**src/sv/gn2d_pkg.sv**
```systemverilog
// gn2d_pkg: shared widths, fade curve constants and codes for the 2-D gradient noise core.
// No dependencies; every other file of the core imports it.
`timescale 1ns / 1ps

package gn2d_pkg;

  localparam int unsigned COORD_W         = 24;  // unsigned fixed-point coordinate
  localparam int unsigned ENTRY_W         = 8;   // permutation entry index and value
  localparam int unsigned FRAC_BITS_DEF   = 16;
  localparam int unsigned TABLE_DEPTH_DEF = 256;
  localparam int unsigned QUEUE_DEPTH     = 4;   // power of two

  // quintic fade 6t^5 - 15t^4 + 10t^3 = t^3 * (10 - t*(15 - 6t))
  localparam int unsigned FADE_K6  = 6;
  localparam int unsigned FADE_K15 = 15;
  localparam int unsigned FADE_K10 = 10;

  typedef enum logic {
    KIND_LOAD   = 1'b0,
    KIND_SAMPLE = 1'b1
  } kind_e;

  // low three hash bits select the corner gradient
  typedef enum logic [2:0] {
    GRAD_PX_PY = 3'd0,
    GRAD_PX_NY = 3'd1,
    GRAD_NX_PY = 3'd2,
    GRAD_NX_NY = 3'd3,
    GRAD_PX    = 3'd4,
    GRAD_NX    = 3'd5,
    GRAD_PY    = 3'd6,
    GRAD_NY    = 3'd7
  } grad_e;

endpackage

```
**src/sv/gn2d_queue.sv**
```systemverilog
// gn2d_queue: short FIFO of decoded items between the front and back parts.
// Depends on gn2d_pkg (depth and entry width).
`timescale 1ns / 1ps

module gn2d_queue #(
  parameter int unsigned FRAC_BITS   = gn2d_pkg::FRAC_BITS_DEF,
  parameter int unsigned TABLE_DEPTH = gn2d_pkg::TABLE_DEPTH_DEF,
  localparam int unsigned IDX_W      = $clog2(TABLE_DEPTH)
) (
  input  logic                         clk_i,
  input  logic                         rst_ni,
  input  logic                         push_i,
  output logic                         full_o,
  input  logic                         load_i,
  input  logic [IDX_W-1:0]             ix0_i,
  input  logic [IDX_W-1:0]             ix1_i,
  input  logic [IDX_W-1:0]             iy0_i,
  input  logic [IDX_W-1:0]             iy1_i,
  input  logic [FRAC_BITS-1:0]         fx_i,
  input  logic [FRAC_BITS-1:0]         fy_i,
  input  logic [gn2d_pkg::ENTRY_W-1:0] value_i,
  input  logic                         pop_i,
  output logic                         empty_o,
  output logic                         load_o,
  output logic [IDX_W-1:0]             ix0_o,
  output logic [IDX_W-1:0]             ix1_o,
  output logic [IDX_W-1:0]             iy0_o,
  output logic [IDX_W-1:0]             iy1_o,
  output logic [FRAC_BITS-1:0]         fx_o,
  output logic [FRAC_BITS-1:0]         fy_o,
  output logic [gn2d_pkg::ENTRY_W-1:0] value_o
);
  import gn2d_pkg::*;

  localparam int unsigned      PTR_W   = $clog2(QUEUE_DEPTH);
  localparam logic [PTR_W:0]   DEPTH_C = (PTR_W + 1)'(QUEUE_DEPTH);

  logic                 do_push, do_pop;
  logic [PTR_W-1:0]     wr_ptr_q, rd_ptr_q;
  logic [PTR_W:0]       count_q, count_d;
  logic                 load_s  [QUEUE_DEPTH];
  logic [IDX_W-1:0]     ix0_s   [QUEUE_DEPTH];
  logic [IDX_W-1:0]     ix1_s   [QUEUE_DEPTH];
  logic [IDX_W-1:0]     iy0_s   [QUEUE_DEPTH];
  logic [IDX_W-1:0]     iy1_s   [QUEUE_DEPTH];
  logic [FRAC_BITS-1:0] fx_s    [QUEUE_DEPTH];
  logic [FRAC_BITS-1:0] fy_s    [QUEUE_DEPTH];
  logic [ENTRY_W-1:0]   value_s [QUEUE_DEPTH];

  assign full_o  = (count_q == DEPTH_C);
  assign empty_o = (count_q == '0);
  assign do_push = push_i & ~full_o;
  assign do_pop  = pop_i & ~empty_o;

  always_comb begin
    unique case ({do_push, do_pop})
      2'b10:   count_d = count_q + 1'b1;
      2'b01:   count_d = count_q - 1'b1;
      default: count_d = count_q;
    endcase
  end

  always_ff @(posedge clk_i or negedge rst_ni) begin
    if (!rst_ni) begin
      wr_ptr_q <= '0;
      rd_ptr_q <= '0;
      count_q  <= '0;
    end else begin
      count_q <= count_d;
      if (do_push) wr_ptr_q <= wr_ptr_q + 1'b1;
      if (do_pop)  rd_ptr_q <= rd_ptr_q + 1'b1;
    end
  end

  always_ff @(posedge clk_i) begin
    if (do_push) begin
      load_s[wr_ptr_q]  <= load_i;
      ix0_s[wr_ptr_q]   <= ix0_i;
      ix1_s[wr_ptr_q]   <= ix1_i;
      iy0_s[wr_ptr_q]   <= iy0_i;
      iy1_s[wr_ptr_q]   <= iy1_i;
      fx_s[wr_ptr_q]    <= fx_i;
      fy_s[wr_ptr_q]    <= fy_i;
      value_s[wr_ptr_q] <= value_i;
    end
  end

  assign load_o  = load_s[rd_ptr_q];
  assign ix0_o   = ix0_s[rd_ptr_q];
  assign ix1_o   = ix1_s[rd_ptr_q];
  assign iy0_o   = iy0_s[rd_ptr_q];
  assign iy1_o   = iy1_s[rd_ptr_q];
  assign fx_o    = fx_s[rd_ptr_q];
  assign fy_o    = fy_s[rd_ptr_q];
  assign value_o = value_s[rd_ptr_q];

endmodule

```
**config.mk**
```make
export PLATFORM = sky130hd
export DESIGN_NAME = gn2d_queue
export DESIGN_NICKNAME = d
export VERILOG_FILES = /design/src/sv/gn2d_pkg.sv /design/src/sv/gn2d_queue.sv
export SDC_FILE = /design/constraint.sdc
export NUM_CORES = 1
export LEC_CHECK = 0
export BUFFER_PORTS_ARGS = -buffer_cell sky130_fd_sc_hd__buf_2
export CAP_MARGIN = 10
export CORE_UTILIZATION = 50
export DETAILED_ROUTE_END_ITERATION = 12
export PLACE_DENSITY_LB_ADDON = 0.3
export SETUP_SLACK_MARGIN = 0.5
export SYNTH_ARGS = -nofsm -noshare
export SYNTH_HDL_FRONTEND = slang
export SYNTH_SLANG_ARGS = --single-unit
```
**constraint.sdc**
```tcl
create_clock -name clk_i -period 3 [get_ports clk_i]
set_input_delay 0 -clock clk_i [delete_from_list [all_inputs] [get_ports clk_i]]
set_output_delay 0 -clock clk_i [all_outputs]
set_load 0.005 [all_outputs]
```
==> flow_summary.toml <==
[run_status]
status = "finished, final reports clean"

[worst_setup_path]
cp_data_arrival_time_ns = 2.25
path_cells = "buf_12 > mux4_2 > buf_2"
r2r_slack_ns = 0.84
critPathSlowestCell = "dfrtp_4"
end_kind = "primary output"
crit_required_ns = 3.00
cpPeakStageDelay_ns = 0.89
critPathTopFamily = "flip-flops"
cp.buffers_inverters = 2
crit_type = "register to primary output"
path_max_fanout = 46
worstSetupStartpointType = "register"

[die]
rows = 53
dieHeight_um = 150
ios = 152
die_width_um = 150
dieArea_um2 = 22500
start_util = 0.516
coreArea_um2 = 21200

[final_layout]
n_fill_cell = 1386
final_cell_mix = "292 x edfxtp_1, 151 x buf_2, 77 x dlygate4sd3_1, 73 x mux4_2, 29 x clkbuf_16"
layout_commonest_cell = "edfxtp_1"
fin_nets = 757
areaGrowthSynthToFinish_pct = 25.7
drive_gt1_frac = 0.405
ff_latch_area_um2 = 8950
multiInputGateArea_um2 = 1880

[clocking]
cts_tree = "yes"
cts_resized = 0
cts-root-buf = "clkbuf_16"
clock_latency_ns = 0.53
clk_pin_slew_ns = 0.06
htreeDepth = 1
cts_buffer_depth = 3
clkSinkCount = 299
numCtsBuffers = 29

[timing]
rsz0062_at_grt = "false"
hold_ws_ns = 0.214
slew_headroom = 0.526
final_max_slew_viol_count = 0
setup_violations = 0
finalCritPeriodShare = 0.751
finalSetupTns_ns = 0
tightest_slew_ns = 0.711
hold_viol_final = 0
fin_skew_ns = 0.00889
min_period_ns = 2.25
max_freq_ghz = 0.444

[synth]
syn_area_per_cell_um2 = 26.2
netlist_area_um2 = 11000
seq_area_frac_synth = 0.816
ys_async_sr_fraction = 0.0234
netlist_instances = 418
ys_warn_count = 0
synth_ff_type = "edfxtp_1"
syn_nets = 501
ys_ff_latch = 299
synth_cell_type_count = 21
synth_edf_count = 292

[detailed_routing]
wl_per_cell_um = 20.8
vias_per_cell = 5.40
finalWirelength_mm = 20.2
drtAntennaViolNets = 0
vias = 5232
drt_iter0_drc = 352
drc = 0
drt_first_pass_iters = 4

[global_route]
grt_use_total = 0.186
gr-total-overflow = 0
grt_pass1_wl_mm = 31.0
grt_pass1_vias = 5543
antenna_found_initial = 1
grt_max_degree = 47

[placed_design]
gp_congestion = 0.707
place_hpwl_mm = 12.4
portBuffers = 151

[worst_hold_path]
hp-class = "input port to register"

[pwr]
leakage_nw = 4.79
powerDensity_nw_per_um2 = 923
peakVddDrop_mv = 0.541

[flow_run]
max-cap-violations = 0
==> routing by layer <==
layer  track usage  vias up  part of all wire
li1              -     2312                 -
met1         0.255     2692              0.41
met2         0.302      198              0.50
met3        0.0378       30             0.073
met4        0.0601        0             0.019
met5             0        -                 0
==> what timing repair did <==
action | 4_1_cts | 5_1_grt
endpoints found under the hold margin | 302 | 0
buffers inserted | 1 | 0
hold buffers | 77 | 0
setup endpoints to repair | 2 | 0
==> sequential cells by signal (all words and copies together), names as in the netlist <==
signal	flops
value_s	32
iy1_s	32
iy0_s	32
wr_ptr_q	2
fx_s	64
load_s	4
fy_s	64
ix0_s	32
rd_ptr_q	2
count_q	3
ix1_s	32
==> cell families (layout without fill, tap and decap cells) <==
| kind of cell | count (synthesis) | in the layout | synth area share |
|---|---|---|---|
| muxes | 75 | 75 | 0.152 |
| AOI/OAI and AO/OA | 1 | 1 | 0.000800 |
| buffers and inverters | 22 | 297 | 0.0131 |
| other | 0 | 1 | 0 |
| and+or+nand+nor | 9 | 9 | 0.00537 |
| adders and majority gates | 6 | 6 | 0.00754 |
| DFF | 299 | 299 | 0.816 |
| xor gates and xnor gates | 6 | 6 | 0.00480 |
==> final cells by class <==
type                            instances  share of cell area
Tap cell                              275              0.0250
Sequential cell                       299               0.650
Clock inverter                         13             0.00799
Clock buffer                           37              0.0549
Inverter                                6             0.00163
Multi-Input combinational cell         97               0.136
Timing Repair Buffer                  241               0.124
Antenna cell                            1            0.000182
==> worst paths after layout <==
path / startpoint / end / depth (start not counted)
max: rd_ptr_q[1] / iy1_o[5] / 3
min: iy1_i[2] / iy1_s[3][2] / 2
max reg2reg: count_q[0] / count_q[2] / 9
min reg2reg: count_q[2] / count_q[2] / 1
max in group asynchronous: rst_ni / rd_ptr_q[1] / 3
min in group asynchronous: rst_ni / count_q[1] / 3
==> through the flow <==
stage | total power (W) | cell area, µm² | worst slack (ns) | std cells | utilization
final | 0.0127 | 13800 | 0.747 | 969 | 0.649
after global routing | 0.0134 | 13800 | 0.637 | 969 | 0.649
after CTS | 0.0129 | 13800 | 0.682 | 968 | 0.649
after detailed placement | 0.00945 | 12100 | 0.823 | 840 | 0.571
after global placement | 0.00933 | 12100 | 0.938 | 840 | 0.571
after floorplan | 0.00801 | 11000 | 0.825 | 418 | -
==> synthesized netlist by cell type (2+ instances only) <==
cell | n | share of area
edfxtp_1 | 292 | 0.80
mux4_2 | 73 | 0.15
buf_2 | 7 | 0.0032
dfrtp_1 | 7 | 0.016
buf_6 | 6 | 0.0062
inv_1 | 6 | 0.0021
ha_1 | 5 | 0.0057
and2_1 | 4 | 0.0023
xnor2_1 | 3 | 0.0024
xor2_1 | 3 | 0.0024
buf_4 | 2 | 0.0014
==> where the power goes <==
group | internal [W] | leakage [nW] | switching, W | total (W)
Clock | 0.00193 | 0.422 | 0.00139 | 0.00332
Combinational | 0.00184 | 1.61 | 0.00162 | 0.00347
Sequential | 0.00553 | 2.75 | 0.000399 | 0.00593
Total | 0.00930 | 4.79 | 0.00341 | 0.0127
Power figures use the tool's default switching activity.
