[config.mk]
export PLATFORM = sky130hd
export DESIGN_NAME = gn2d_front
export DESIGN_NICKNAME = d
export VERILOG_FILES = /design/src/sv/gn2d_pkg.sv /design/src/sv/gn2d_front.sv
export SDC_FILE = /design/constraint.sdc
export NUM_CORES = 1
export LEC_CHECK = 0
export BUFFER_PORTS_ARGS = -buffer_cell sky130_fd_sc_hd__buf_4
export CORE_UTILIZATION = 45
export DETAILED_ROUTE_END_ITERATION = 12
export PLACE_DENSITY = 0.8
export SLEW_MARGIN = 20
export SYNTH_ARGS = -nofsm -noshare
export SYNTH_HDL_FRONTEND = slang
export SYNTH_SLANG_ARGS = --single-unit
[constraint.sdc]
create_clock -name clk_i -period 12.6 [get_ports clk_i]
set_clock_uncertainty 0.2 [all_clocks]
set_input_delay 0.63 -clock clk_i [delete_from_list [all_inputs] [get_ports clk_i]]
set_output_delay 0.63 -clock clk_i [all_outputs]
set_load 0.005 [all_outputs]
[src/sv/gn2d_pkg.sv]
// gn2d_pkg: shared widths, fade curve constants and codes for the 2-D gradient noise core.
// No dependencies; every other file of the core imports it.
`timescale 1ns / 1ps

package gn2d_pkg;

  localparam int unsigned COORD_W         = 24;  // unsigned fixed-point coordinate
  localparam int unsigned ENTRY_W         = 8;   // permutation entry index and value
  localparam int unsigned FRAC_BITS_DEF   = 16;
  localparam int unsigned TABLE_DEPTH_DEF = 256;
  localparam int unsigned QUEUE_DEPTH     = 4;   // power of two

  // quintic fade 6t^5 - 15t^4 + 10t^3 = t^3 * (10 - t*(15 - 6t))
  localparam int unsigned FADE_K6  = 6;
  localparam int unsigned FADE_K15 = 15;
  localparam int unsigned FADE_K10 = 10;

  typedef enum logic {
    KIND_LOAD   = 1'b0,
    KIND_SAMPLE = 1'b1
  } kind_e;

  // low three hash bits select the corner gradient
  typedef enum logic [2:0] {
    GRAD_PX_PY = 3'd0,
    GRAD_PX_NY = 3'd1,
    GRAD_NX_PY = 3'd2,
    GRAD_NX_NY = 3'd3,
    GRAD_PX    = 3'd4,
    GRAD_NX    = 3'd5,
    GRAD_PY    = 3'd6,
    GRAD_NY    = 3'd7
  } grad_e;

endpackage

[src/sv/gn2d_front.sv]
// gn2d_front: input register that accepts items and decodes them into table loads
// or sample cells (wrapped integer corners plus fractions). Depends on gn2d_pkg.
`timescale 1ns / 1ps

module gn2d_front #(
  parameter int unsigned FRAC_BITS   = gn2d_pkg::FRAC_BITS_DEF,
  parameter int unsigned TABLE_DEPTH = gn2d_pkg::TABLE_DEPTH_DEF,
  localparam int unsigned IDX_W      = $clog2(TABLE_DEPTH)
) (
  input  logic                         clk_i,
  input  logic                         rst_ni,
  input  logic                         in_valid_i,
  output logic                         in_stall_o,
  input  logic                         kind_i,
  input  logic [gn2d_pkg::ENTRY_W-1:0] entry_index_i,
  input  logic [gn2d_pkg::ENTRY_W-1:0] entry_value_i,
  input  logic [gn2d_pkg::COORD_W-1:0] coord_x_i,
  input  logic [gn2d_pkg::COORD_W-1:0] coord_y_i,
  output logic                         push_valid_o,
  input  logic                         queue_full_i,
  output logic                         is_load_o,
  output logic [IDX_W-1:0]             ix0_o,   // table index for a load, x corner for a sample
  output logic [IDX_W-1:0]             ix1_o,
  output logic [IDX_W-1:0]             iy0_o,
  output logic [IDX_W-1:0]             iy1_o,
  output logic [FRAC_BITS-1:0]         fx_o,
  output logic [FRAC_BITS-1:0]         fy_o,
  output logic [gn2d_pkg::ENTRY_W-1:0] value_o
);
  import gn2d_pkg::*;

  localparam logic [IDX_W-1:0] IDX_MASK = IDX_W'(TABLE_DEPTH - 1);
  localparam int unsigned      XW       = COORD_W + IDX_W;

  logic                 accept;
  logic [XW-1:0]        x_int, y_int, e_ext;
  logic [IDX_W-1:0]     ix0_c, iy0_c, idx_c;
  logic                 valid_q;
  logic                 load_d, load_q;
  logic [IDX_W-1:0]     ix0_d, ix1_d, iy0_d, iy1_d;
  logic [IDX_W-1:0]     ix0_q, ix1_q, iy0_q, iy1_q;
  logic [FRAC_BITS-1:0] fx_q, fy_q;
  logic [ENTRY_W-1:0]   value_q;

  assign in_stall_o = valid_q & queue_full_i;
  assign accept     = in_valid_i & ~in_stall_o;

  always_comb begin
    x_int  = XW'(coord_x_i) >> FRAC_BITS;
    y_int  = XW'(coord_y_i) >> FRAC_BITS;
    e_ext  = XW'(entry_index_i);
    ix0_c  = x_int[IDX_W-1:0] & IDX_MASK;
    iy0_c  = y_int[IDX_W-1:0] & IDX_MASK;
    idx_c  = e_ext[IDX_W-1:0] & IDX_MASK;
    load_d = (kind_e'(kind_i) == KIND_LOAD);
    ix0_d  = load_d ? idx_c : ix0_c;
    ix1_d  = (ix0_c + 1'b1) & IDX_MASK;
    iy0_d  = iy0_c;
    iy1_d  = (iy0_c + 1'b1) & IDX_MASK;
  end

  always_ff @(posedge clk_i or negedge rst_ni) begin
    if (!rst_ni) begin
      valid_q <= 1'b0;
    end else if (!in_stall_o) begin
      valid_q <= in_valid_i;
    end
  end

  always_ff @(posedge clk_i) begin
    if (accept) begin
      load_q  <= load_d;
      ix0_q   <= ix0_d;
      ix1_q   <= ix1_d;
      iy0_q   <= iy0_d;
      iy1_q   <= iy1_d;
      fx_q    <= coord_x_i[FRAC_BITS-1:0];
      fy_q    <= coord_y_i[FRAC_BITS-1:0];
      value_q <= entry_value_i;
    end
  end

  assign push_valid_o = valid_q;
  assign is_load_o    = load_q;
  assign ix0_o        = ix0_q;
  assign ix1_o        = ix1_q;
  assign iy0_o        = iy0_q;
  assign iy1_o        = iy1_q;
  assign fx_o         = fx_q;
  assign fy_o         = fy_q;
  assign value_o      = value_q;

endmodule

==> results.py, run 1 <==
metrics = {
    "run_status": {
        "status": "completed",
    },
    "floorplanning": {
        "die_height_microns": 77.4,
        "core_sq_um": 5510,
        "row_count": 27,
        "ioPinCount": 144,
        "start_util_pct": 46.4,
        "die-area_sq_um": 5990,
        "die_w_microns": 77.4,
    },
    "placed_design": {
        "dp_hpwl_mm": 4.21,
        "place_ws_ns": 10.26,
        "gp_congestion": 0.747,
        "dp_cells": 333,
        "placed_area_sq_um": 3730,
        "numPortBuffers": 143,
    },
    "worst_setup_path": {
        "reg2reg_slack_ns": 10.57,
        "crit_chain": "buf_4 > and2_1 > nor2b_4 > buf_4",
        "end_kind": "register",
        "worstRegToRegCells": 3,
        "crit_family": "buffers and inverters",
        "path_max_fanout": 73,
        "worstPathRequired_ns": 12.35,
        "worst-path-buf-inv": 2,
        "slowest_delay_ns": 0.69,
        "path_common_cell": "buf_4",
        "cpMaxStageDelayCell": "buf_4",
        "startpoint_type": "input pin",
        "worst_ep_arrival_time_ns": 1.78,
        "path_class": "input pin to register",
        "reg2reg_from": "push_valid_o$_DFFE_PN0N_",
        "r2r-end": "fy_o[10]$_DFFE_PP_",
    },
    "synthesis": {
        "synth_fa_ha_area_share_pct": 0.978,
        "syn_inst": 118,
        "synth_top_family_by_area": "XOR/XNOR gates",
        "synthTopCellsByArea": "edfxtp_1 86%, mux2_2 3.5%, xnor2_1 2.7%",
        "synth_edf_count": 73,
        "yosysWarnings": 0,
        "async_flop_share_pct": 1.35,
        "avgSynthCellArea_sq_um": 21.7,
        "synthDistinctLibCells": 17,
        "synth_seq_cells": 74,
        "synth.most_common_cell": "edfxtp_1",
        "synthMuxAreaShare_pct": 3.52,
        "synth_top_area_cell": "edfxtp_1",
        "syn_area_sq_um": 2560,
        "synthSimpleGateAreaFrac_pct": 4.06,
        "synth_compound_area_share_pct": 0,
        "ys_top_cells_by_count": "73 x edfxtp_1, 8 x mux2_2, 8 x xnor2_1, 7 x nand3_1, 4 x xor2_1",
        "synth_top_cell_area_share_pct": 85.7,
        "ys.flop_type": "edfxtp_1",
        "synth_nets": 189,
        "synth-seq-area-share_pct": 86.7,
        "synth_xor_area_share_pct": 4.11,
    },
    "clocking": {
        "cts_made_buffers": 9,
        "cts_buffer_depth": 2,
        "post_cts_resize_count": 0,
        "cts_tree": "done",
        "post-cts-setup-buffer-count": 0,
        "clk_pin_slew_ns": 0.08,
        "clock-sinks": 74,
        "htreeDepth": 3,
        "clock-root-buffer": "clkbuf_8",
        "clkLatencyLatePin_ns": 0.33,
    },
    "routing": {
        "vias": 1640,
        "first_pass_iters": 4,
        "via_per_inst": 4.69,
        "drt_iter0_drc": 111,
        "drc_errors": 0,
        "avgRoutedWirePerCell_microns": 16.5,
        "totalWireLength_mm": 5.77,
        "detail-route-antenna-nets": 0,
    },
    "timing": {
        "report.final.slew_viol_count": 0,
        "min_period_ns": 2.03,
        "period_share_pct": 16.1,
        "max_slew.worst_pin.slew_ns": 0.904,
        "final.setup.tns_ns": 0,
        "clock.fmax_mhz": 493,
        "worst_slack_ns": 10.57,
        "setup_violations": 0,
        "rsz0062_at_grt": "false",
        "slew_headroom_pct": 39.7,
        "hold_viol": 0,
    },
    "cells_and_area": {
        "layout-drive-gt1-share_pct": 61.2,
        "postLayoutCellArea_sq_um": 3910,
        "stdcell_count": 350,
        "nets": 344,
        "n_fill_cell": 377,
        "antenna_cells": 0,
        "area_delta_synth_final_pct": 53.0,
        "postLayoutCoreUtil_pct": 71.1,
    },
    "hold_path": {
        "holdPathStages": 1,
        "worstHoldEndpoint": "fx_o[15]$_DFFE_PP_",
        "hold_path.class": "input pin to register",
        "hold_start": "coord_x_i[15]",
    },
    "global_route": {
        "grt_pass1_wl_mm": 8.35,
        "grt-ovfl-total": 0,
        "antenna_found_initial": 0,
        "grt_pass1_vias": 1565,
        "grtUsageTotal_pct": 19.4,
        "grt_use_met3_pct": 4.24,
        "use_met1_pct": 23.3,
        "grt_max_degree": 74,
        "grt.met2_usage_pct": 32.6,
        "top_usage_layer": "met2",
    },
    "power_and_ir_drop": {
        "powerDensity_nw_per_um2": 129,
        "p_comb_share_pct": 11.1,
        "ir_drop_uv": 60.7,
        "p_sw_uw": 111,
        "switching_share_pct": 22.1,
        "seqPwrFrac_pct": 57.9,
        "leakagePower_uw": 0.00162,
        "internal_power_uw": 393,
        "pwr-share-clk_pct": 31.0,
    },
    "run": {
        "drv_cap": 0,
    },
}
==> per-layer routing <==
metal,vias to the layer above,part of all wire [%]
met1,776,38
met3,10,6.6
met4,0,2.2
li1,761,-
met5,-,0
met2,93,53
==> how the worst max path moves through the flow <==
stage	slack, ns	startpoint	cells after the start	endpoint
after floorplan	7.84	queue_full_i	2	fx_o[0]$_DFFE_PP_
after global placement	10.30	queue_full_i	4	ix0_o[4]$_DFFE_PP_
after detailed placement	10.26	queue_full_i	4	ix0_o[1]$_DFFE_PP_
after CTS	10.57	push_valid_o$_DFFE_PN0N_	3	ix0_o[0]$_DFFE_PP_
after global routing	10.46	push_valid_o$_DFFE_PN0N_	3	iy1_o[0]$_DFFE_PP_
final	10.57	queue_full_i	4	fy_o[10]$_DFFE_PP_
==> flip-flops by register name (all words and copies together) (netlist names) <==
register,count
fx_o,16
fy_o,16
is_load_o,1
ix0_o,8
ix1_o,8
iy0_o,8
iy1_o,8
push_valid_o,1
value_o,8
==> power groups by stage <==
stage	sequential (uW)	clock [uW]	combinational (uW)
CTS	292	159	56.7
global route	293	168	60.1
floorplan	300	0	11.3
global placement	297	0	54.8
detailed placement	298	0	56.2
finish	292	156	56.2
==> cells in the final DEF, fill, tap and decap left out, drive strengths merged <==
master / count
xor2: 4
and3: 3
nor3: 1
buf: 144
or2: 1
nor2: 1
and2: 1
clkinv: 3
dlygate4sd3: 1
nor2b: 1
mux2: 8
ha: 2
clkbuf: 10
inv: 3
nand2: 2
clkinvlp: 3
xnor2: 8
dfrtp: 1
nand3: 8
edfxtp: 73
==> layout make-up <==
class	count	area, sq um	area share, %
repair buffers	145	1090	27.9
flip-flops and latches	74	2220	56.7
clock inverters	6	43.8	1.12
clock buffers	10	128	3.26
well taps	72	90.1	2.30
inverters	3	11.3	0.288
multi-input cells	40	332	8.47
==> worst register-to-register path, stage by stage, from the launching register on <==
cell and delay (ns):
dfrtp_1 0.38, and2_1 0.21, nor2b_4 0.12, buf_4 0.69
==> per-stage QoR <==
step                power [uW]  hold slack [ns]
finish                     505            0.270
global route               522            0.251
CTS                        508            0.255
detailed placement         354            0.207
global placement           352            0.205
floorplan                  312            0.134
==> cells by family (layout without fill, tap and decap cells) <==
kind of cell | count (synthesis) | count (layout)
flip-flops | 74 | 74
AND/OR/NAND/NOR | 18 | 18
XOR/XNOR | 12 | 12
multiplexers | 8 | 8
buffers and inverters | 4 | 164
adder cells (fa/ha/maj) | 2 | 2
==> timing repair <==
| item | in CTS | in global routing |
|---|---|---|
| endpoints found under the hold margin | 1 | 0 |
| hold buffers | 1 | 0 |
| endpoints found under the setup margin | 0 | 0 |
(Power assumes the default switching activity.)
==> run 2, diff against run 1 <==
--- a/config.mk
+++ b/config.mk
@@ -5,10 +5,11 @@
 export SDC_FILE = /design/constraint.sdc
 export NUM_CORES = 1
 export LEC_CHECK = 0
+export ABC_AREA = 1
 export BUFFER_PORTS_ARGS = -buffer_cell sky130_fd_sc_hd__buf_4
-export CORE_UTILIZATION = 45
+export CORE_UTILIZATION = 44
 export DETAILED_ROUTE_END_ITERATION = 12
-export PLACE_DENSITY = 0.8
+export PLACE_DENSITY = 0.78
 export SLEW_MARGIN = 20
 export SYNTH_ARGS = -nofsm -noshare
 export SYNTH_HDL_FRONTEND = slang
==> constraint.sdc (replaced) <==
create_clock -name clk_i -period 2 [get_ports clk_i]
set_clock_uncertainty 0.2 [all_clocks]
set_input_delay 0.1 -clock clk_i [delete_from_list [all_inputs] [get_ports clk_i]]
set_output_delay 0.1 -clock clk_i [all_outputs]
set_load 0.005 [all_outputs]
==> results.py, run 2 <==
metrics = {
    "synthesis": {
        "async_flop_share_pct": 1.35,
        "syn_inst": 157,
        "synth_edf_count": 73,
        "synth_seq_cells": 74,
        "synth_nets": 228,
        "synth-seq-area-share_pct": 84.7,
        "ys.flop_type": "edfxtp_1",
        "synth_top_area_cell": "edfxtp_1",
        "ys_top_cells_by_count": "73 x edfxtp_1, 40 x nand2_1, 11 x inv_1, 9 x nor2_1, 6 x nand3_1",
        "synthTopCellsByArea": "edfxtp_1 84%, nand2_1 5.7%, inv_1 1.6%",
        "yosysWarnings": 0,
        "syn_area_sq_um": 2620,
        "synth_top_cell_area_share_pct": 83.8,
        "synth.most_common_cell": "edfxtp_1",
        "avgSynthCellArea_sq_um": 16.7,
        "synthDistinctLibCells": 13,
    },
    "power_and_ir_drop": {
        "powerDensity_nw_per_um2": 769,
        "total_power_uw": 3690,
        "ir_drop_uv": 660,
        "leakagePower_uw": 0.00207,
    },
    "routing": {
        "first_pass_iters": 4,
        "via_per_inst": 4.58,
        "detail-route-antenna-nets": 0,
        "totalWireLength_mm": 7.48,
        "drc_errors": 0,
        "drt_iter0_drc": 108,
        "avgRoutedWirePerCell_microns": 16.1,
        "vias": 2131,
    },
    "run": {
        "drv_cap": 0,
    },
    "timing": {
        "max_slew.worst_pin.slew_ns": 0.502,
        "slew_headroom_pct": 66.5,
        "clock.fmax_mhz": 519,
        "hold_viol": 0,
        "rsz0062_at_grt": "false",
        "min_period_ns": 1.93,
        "setup_violations": 0,
        "period_share_pct": 96.4,
        "report.final.slew_viol_count": 0,
        "final.setup.tns_ns": 0,
        "whs_ns": 0.0528,
    },
    "clocking": {
        "cts_tree": "done",
        "clock-root-buffer": "clkbuf_8",
        "clock-sinks": 74,
        "cts_buffer_depth": 2,
        "htreeDepth": 3,
        "post_cts_resize_count": 0,
        "clk_pin_slew_ns": 0.08,
        "cts_made_buffers": 9,
        "clkLatencyLatePin_ns": 0.32,
    },
    "global_route": {
        "grt_max_degree": 74,
        "grtUsageTotal_pct": 24.8,
        "antenna_found_initial": 0,
        "grt_pass1_vias": 2179,
        "grt-ovfl-total": 0,
        "grt_pass1_wl_mm": 11.1,
    },
    "cells_and_area": {
        "postLayoutCellArea_sq_um": 4800,
        "layout_commonest_cell": "buf_4",
        "final_cell_mix": "143 x buf_4, 77 x dlygate4sd3_1, 73 x edfxtp_1",
        "nets": 459,
        "antenna_cells": 0,
        "area_delta_synth_final_pct": 83.5,
        "layout-drive-gt1-share_pct": 41.5,
        "n_fill_cell": 285,
        "stdcell_count": 465,
    },
    "worst_setup_path": {
        "cpMaxStageDelayCell": "dlygate4sd3_1",
        "path_max_fanout": 3,
        "worst-path-buf-inv": 3,
        "worstPathRequired_ns": 1.89,
        "slowest_delay_ns": 0.56,
        "crit_chain": "dlygate4sd3_1 > buf_4 > ha_1 > nand3_1 > o21ai_1 > dlygate4sd3_1 > nand2_1",
        "path_class": "input pin to register",
        "crit_family": "buffers and inverters",
        "startpoint_type": "input pin",
        "end_kind": "register",
        "path_common_cell": "dlygate4sd3_1",
        "worst_ep_arrival_time_ns": 1.82,
    },
    "floorplanning": {
        "core_sq_um": 5610,
        "die-area_sq_um": 6260,
        "start_util_pct": 46.7,
        "row_count": 27,
        "die_height_microns": 79.1,
        "die_w_microns": 79.1,
        "ioPinCount": 144,
    },
    "placed_design": {
        "placed_area_sq_um": 3800,
        "gp_congestion": 0.777,
        "dp_cells": 372,
        "numPortBuffers": 143,
        "dp_hpwl_mm": 4.24,
    },
    "hold_path": {
        "hold_path.class": "input pin to register",
    },
    "run_status": {
        "status": "completed",
    },
}
-- run 2: cell count changes after synthesis, moves of 3 or more --
cell	before	now
and3_1	3	0
xnor2_1	8	4
inv_1	3	11
o21ai_2	0	4
mux2_2	8	0
nor2_1	1	9
nand2_1	2	40
-- run 2: worst reg2reg max path, stage by stage, from the launching register on --
cell     delay [ns]
dfrtp_1        0.38
nand2_1        0.09
inv_2          0.06
nor2_4         0.11
buf_12         0.34
-- run 2: timing repair --
item,in CTS,in global routing
setup buffers,0,0
hold endpoints to repair,74,0
hold buffers,77,0
-- run 2: cells by family (layout without fill, tap and decap cells) --
| family | Yosys count | in the layout | synth area share (%) |
|---|---|---|---|
| fa+ha+maj | 2 | 2 | 0.956 |
| flops | 74 | 74 | 84.7 |
| simple gates | 55 | 55 | 8.18 |
| compound gates | 8 | 8 | 2.10 |
| buf+inv | 12 | 248 | 2.01 |
| xor+xnor | 6 | 6 | 2.01 |
-- run 2: area by class of cell --
cell class | count | area, sq um | share of cell area, %
clock buffer | 10 | 128 | 2.66
sequential | 74 | 2220 | 46.2
timing repair buffer | 221 | 1860 | 38.8
clock inverter | 6 | 105 | 2.19
inverter | 11 | 41.3 | 0.860
multi-input combinational | 71 | 354 | 7.38
tap | 72 | 90.1 | 1.88
-- run 2: metrics by stage --
step | setup slack, ns | util (%)
finish | 0.0718 | 85.6
global route | 0.00802 | 85.6
CTS | 0.107 | 85.6
detailed placement | 0.469 | 67.7
global placement | 0.500 | 67.7
floorplan | -0.219 | -
-- run 2: worst paths after layout --
path                                          startpoint                       end  slack [ns]  depth (start not counted)
worst max-delay path                       coord_x_i[16]        ix1_o[6]$_DFFE_PP_        0.07                          7
worst min-delay path                       coord_x_i[17]        ix1_o[7]$_DFFE_PP_        0.05                          6
worst max register to register  push_valid_o$_DFFE_PN0N_      value_o[1]$_DFFE_PP_        0.46                          4
worst min register to register  push_valid_o$_DFFE_PN0N_        ix0_o[0]$_DFFE_PP_        0.77                          4
max in group asynchronous                         rst_ni  push_valid_o$_DFFE_PN0N_        1.09                          3
min in group asynchronous                         rst_ni  push_valid_o$_DFFE_PN0N_        0.41                          3
-- run 2: layer usage --
layer | vias to the layer above | track usage, % | wire (microns) | part of all wire [%]
met4 | 0 | 11.5 | 176 | 2.4
met2 | 109 | 43.8 | 3900 | 52
li1 | 1018 | - | - | -
met1 | 988 | 26.8 | 2750 | 37
met5 | - | 0 | 0 | 0
met3 | 16 | 8.28 | 652 | 8.7
-- run 2: power by group --
part	total [uW]	switching, uW	internal, uW
registers	1840	28.8	1810
clock network	1340	520	821
logic	504	190	314
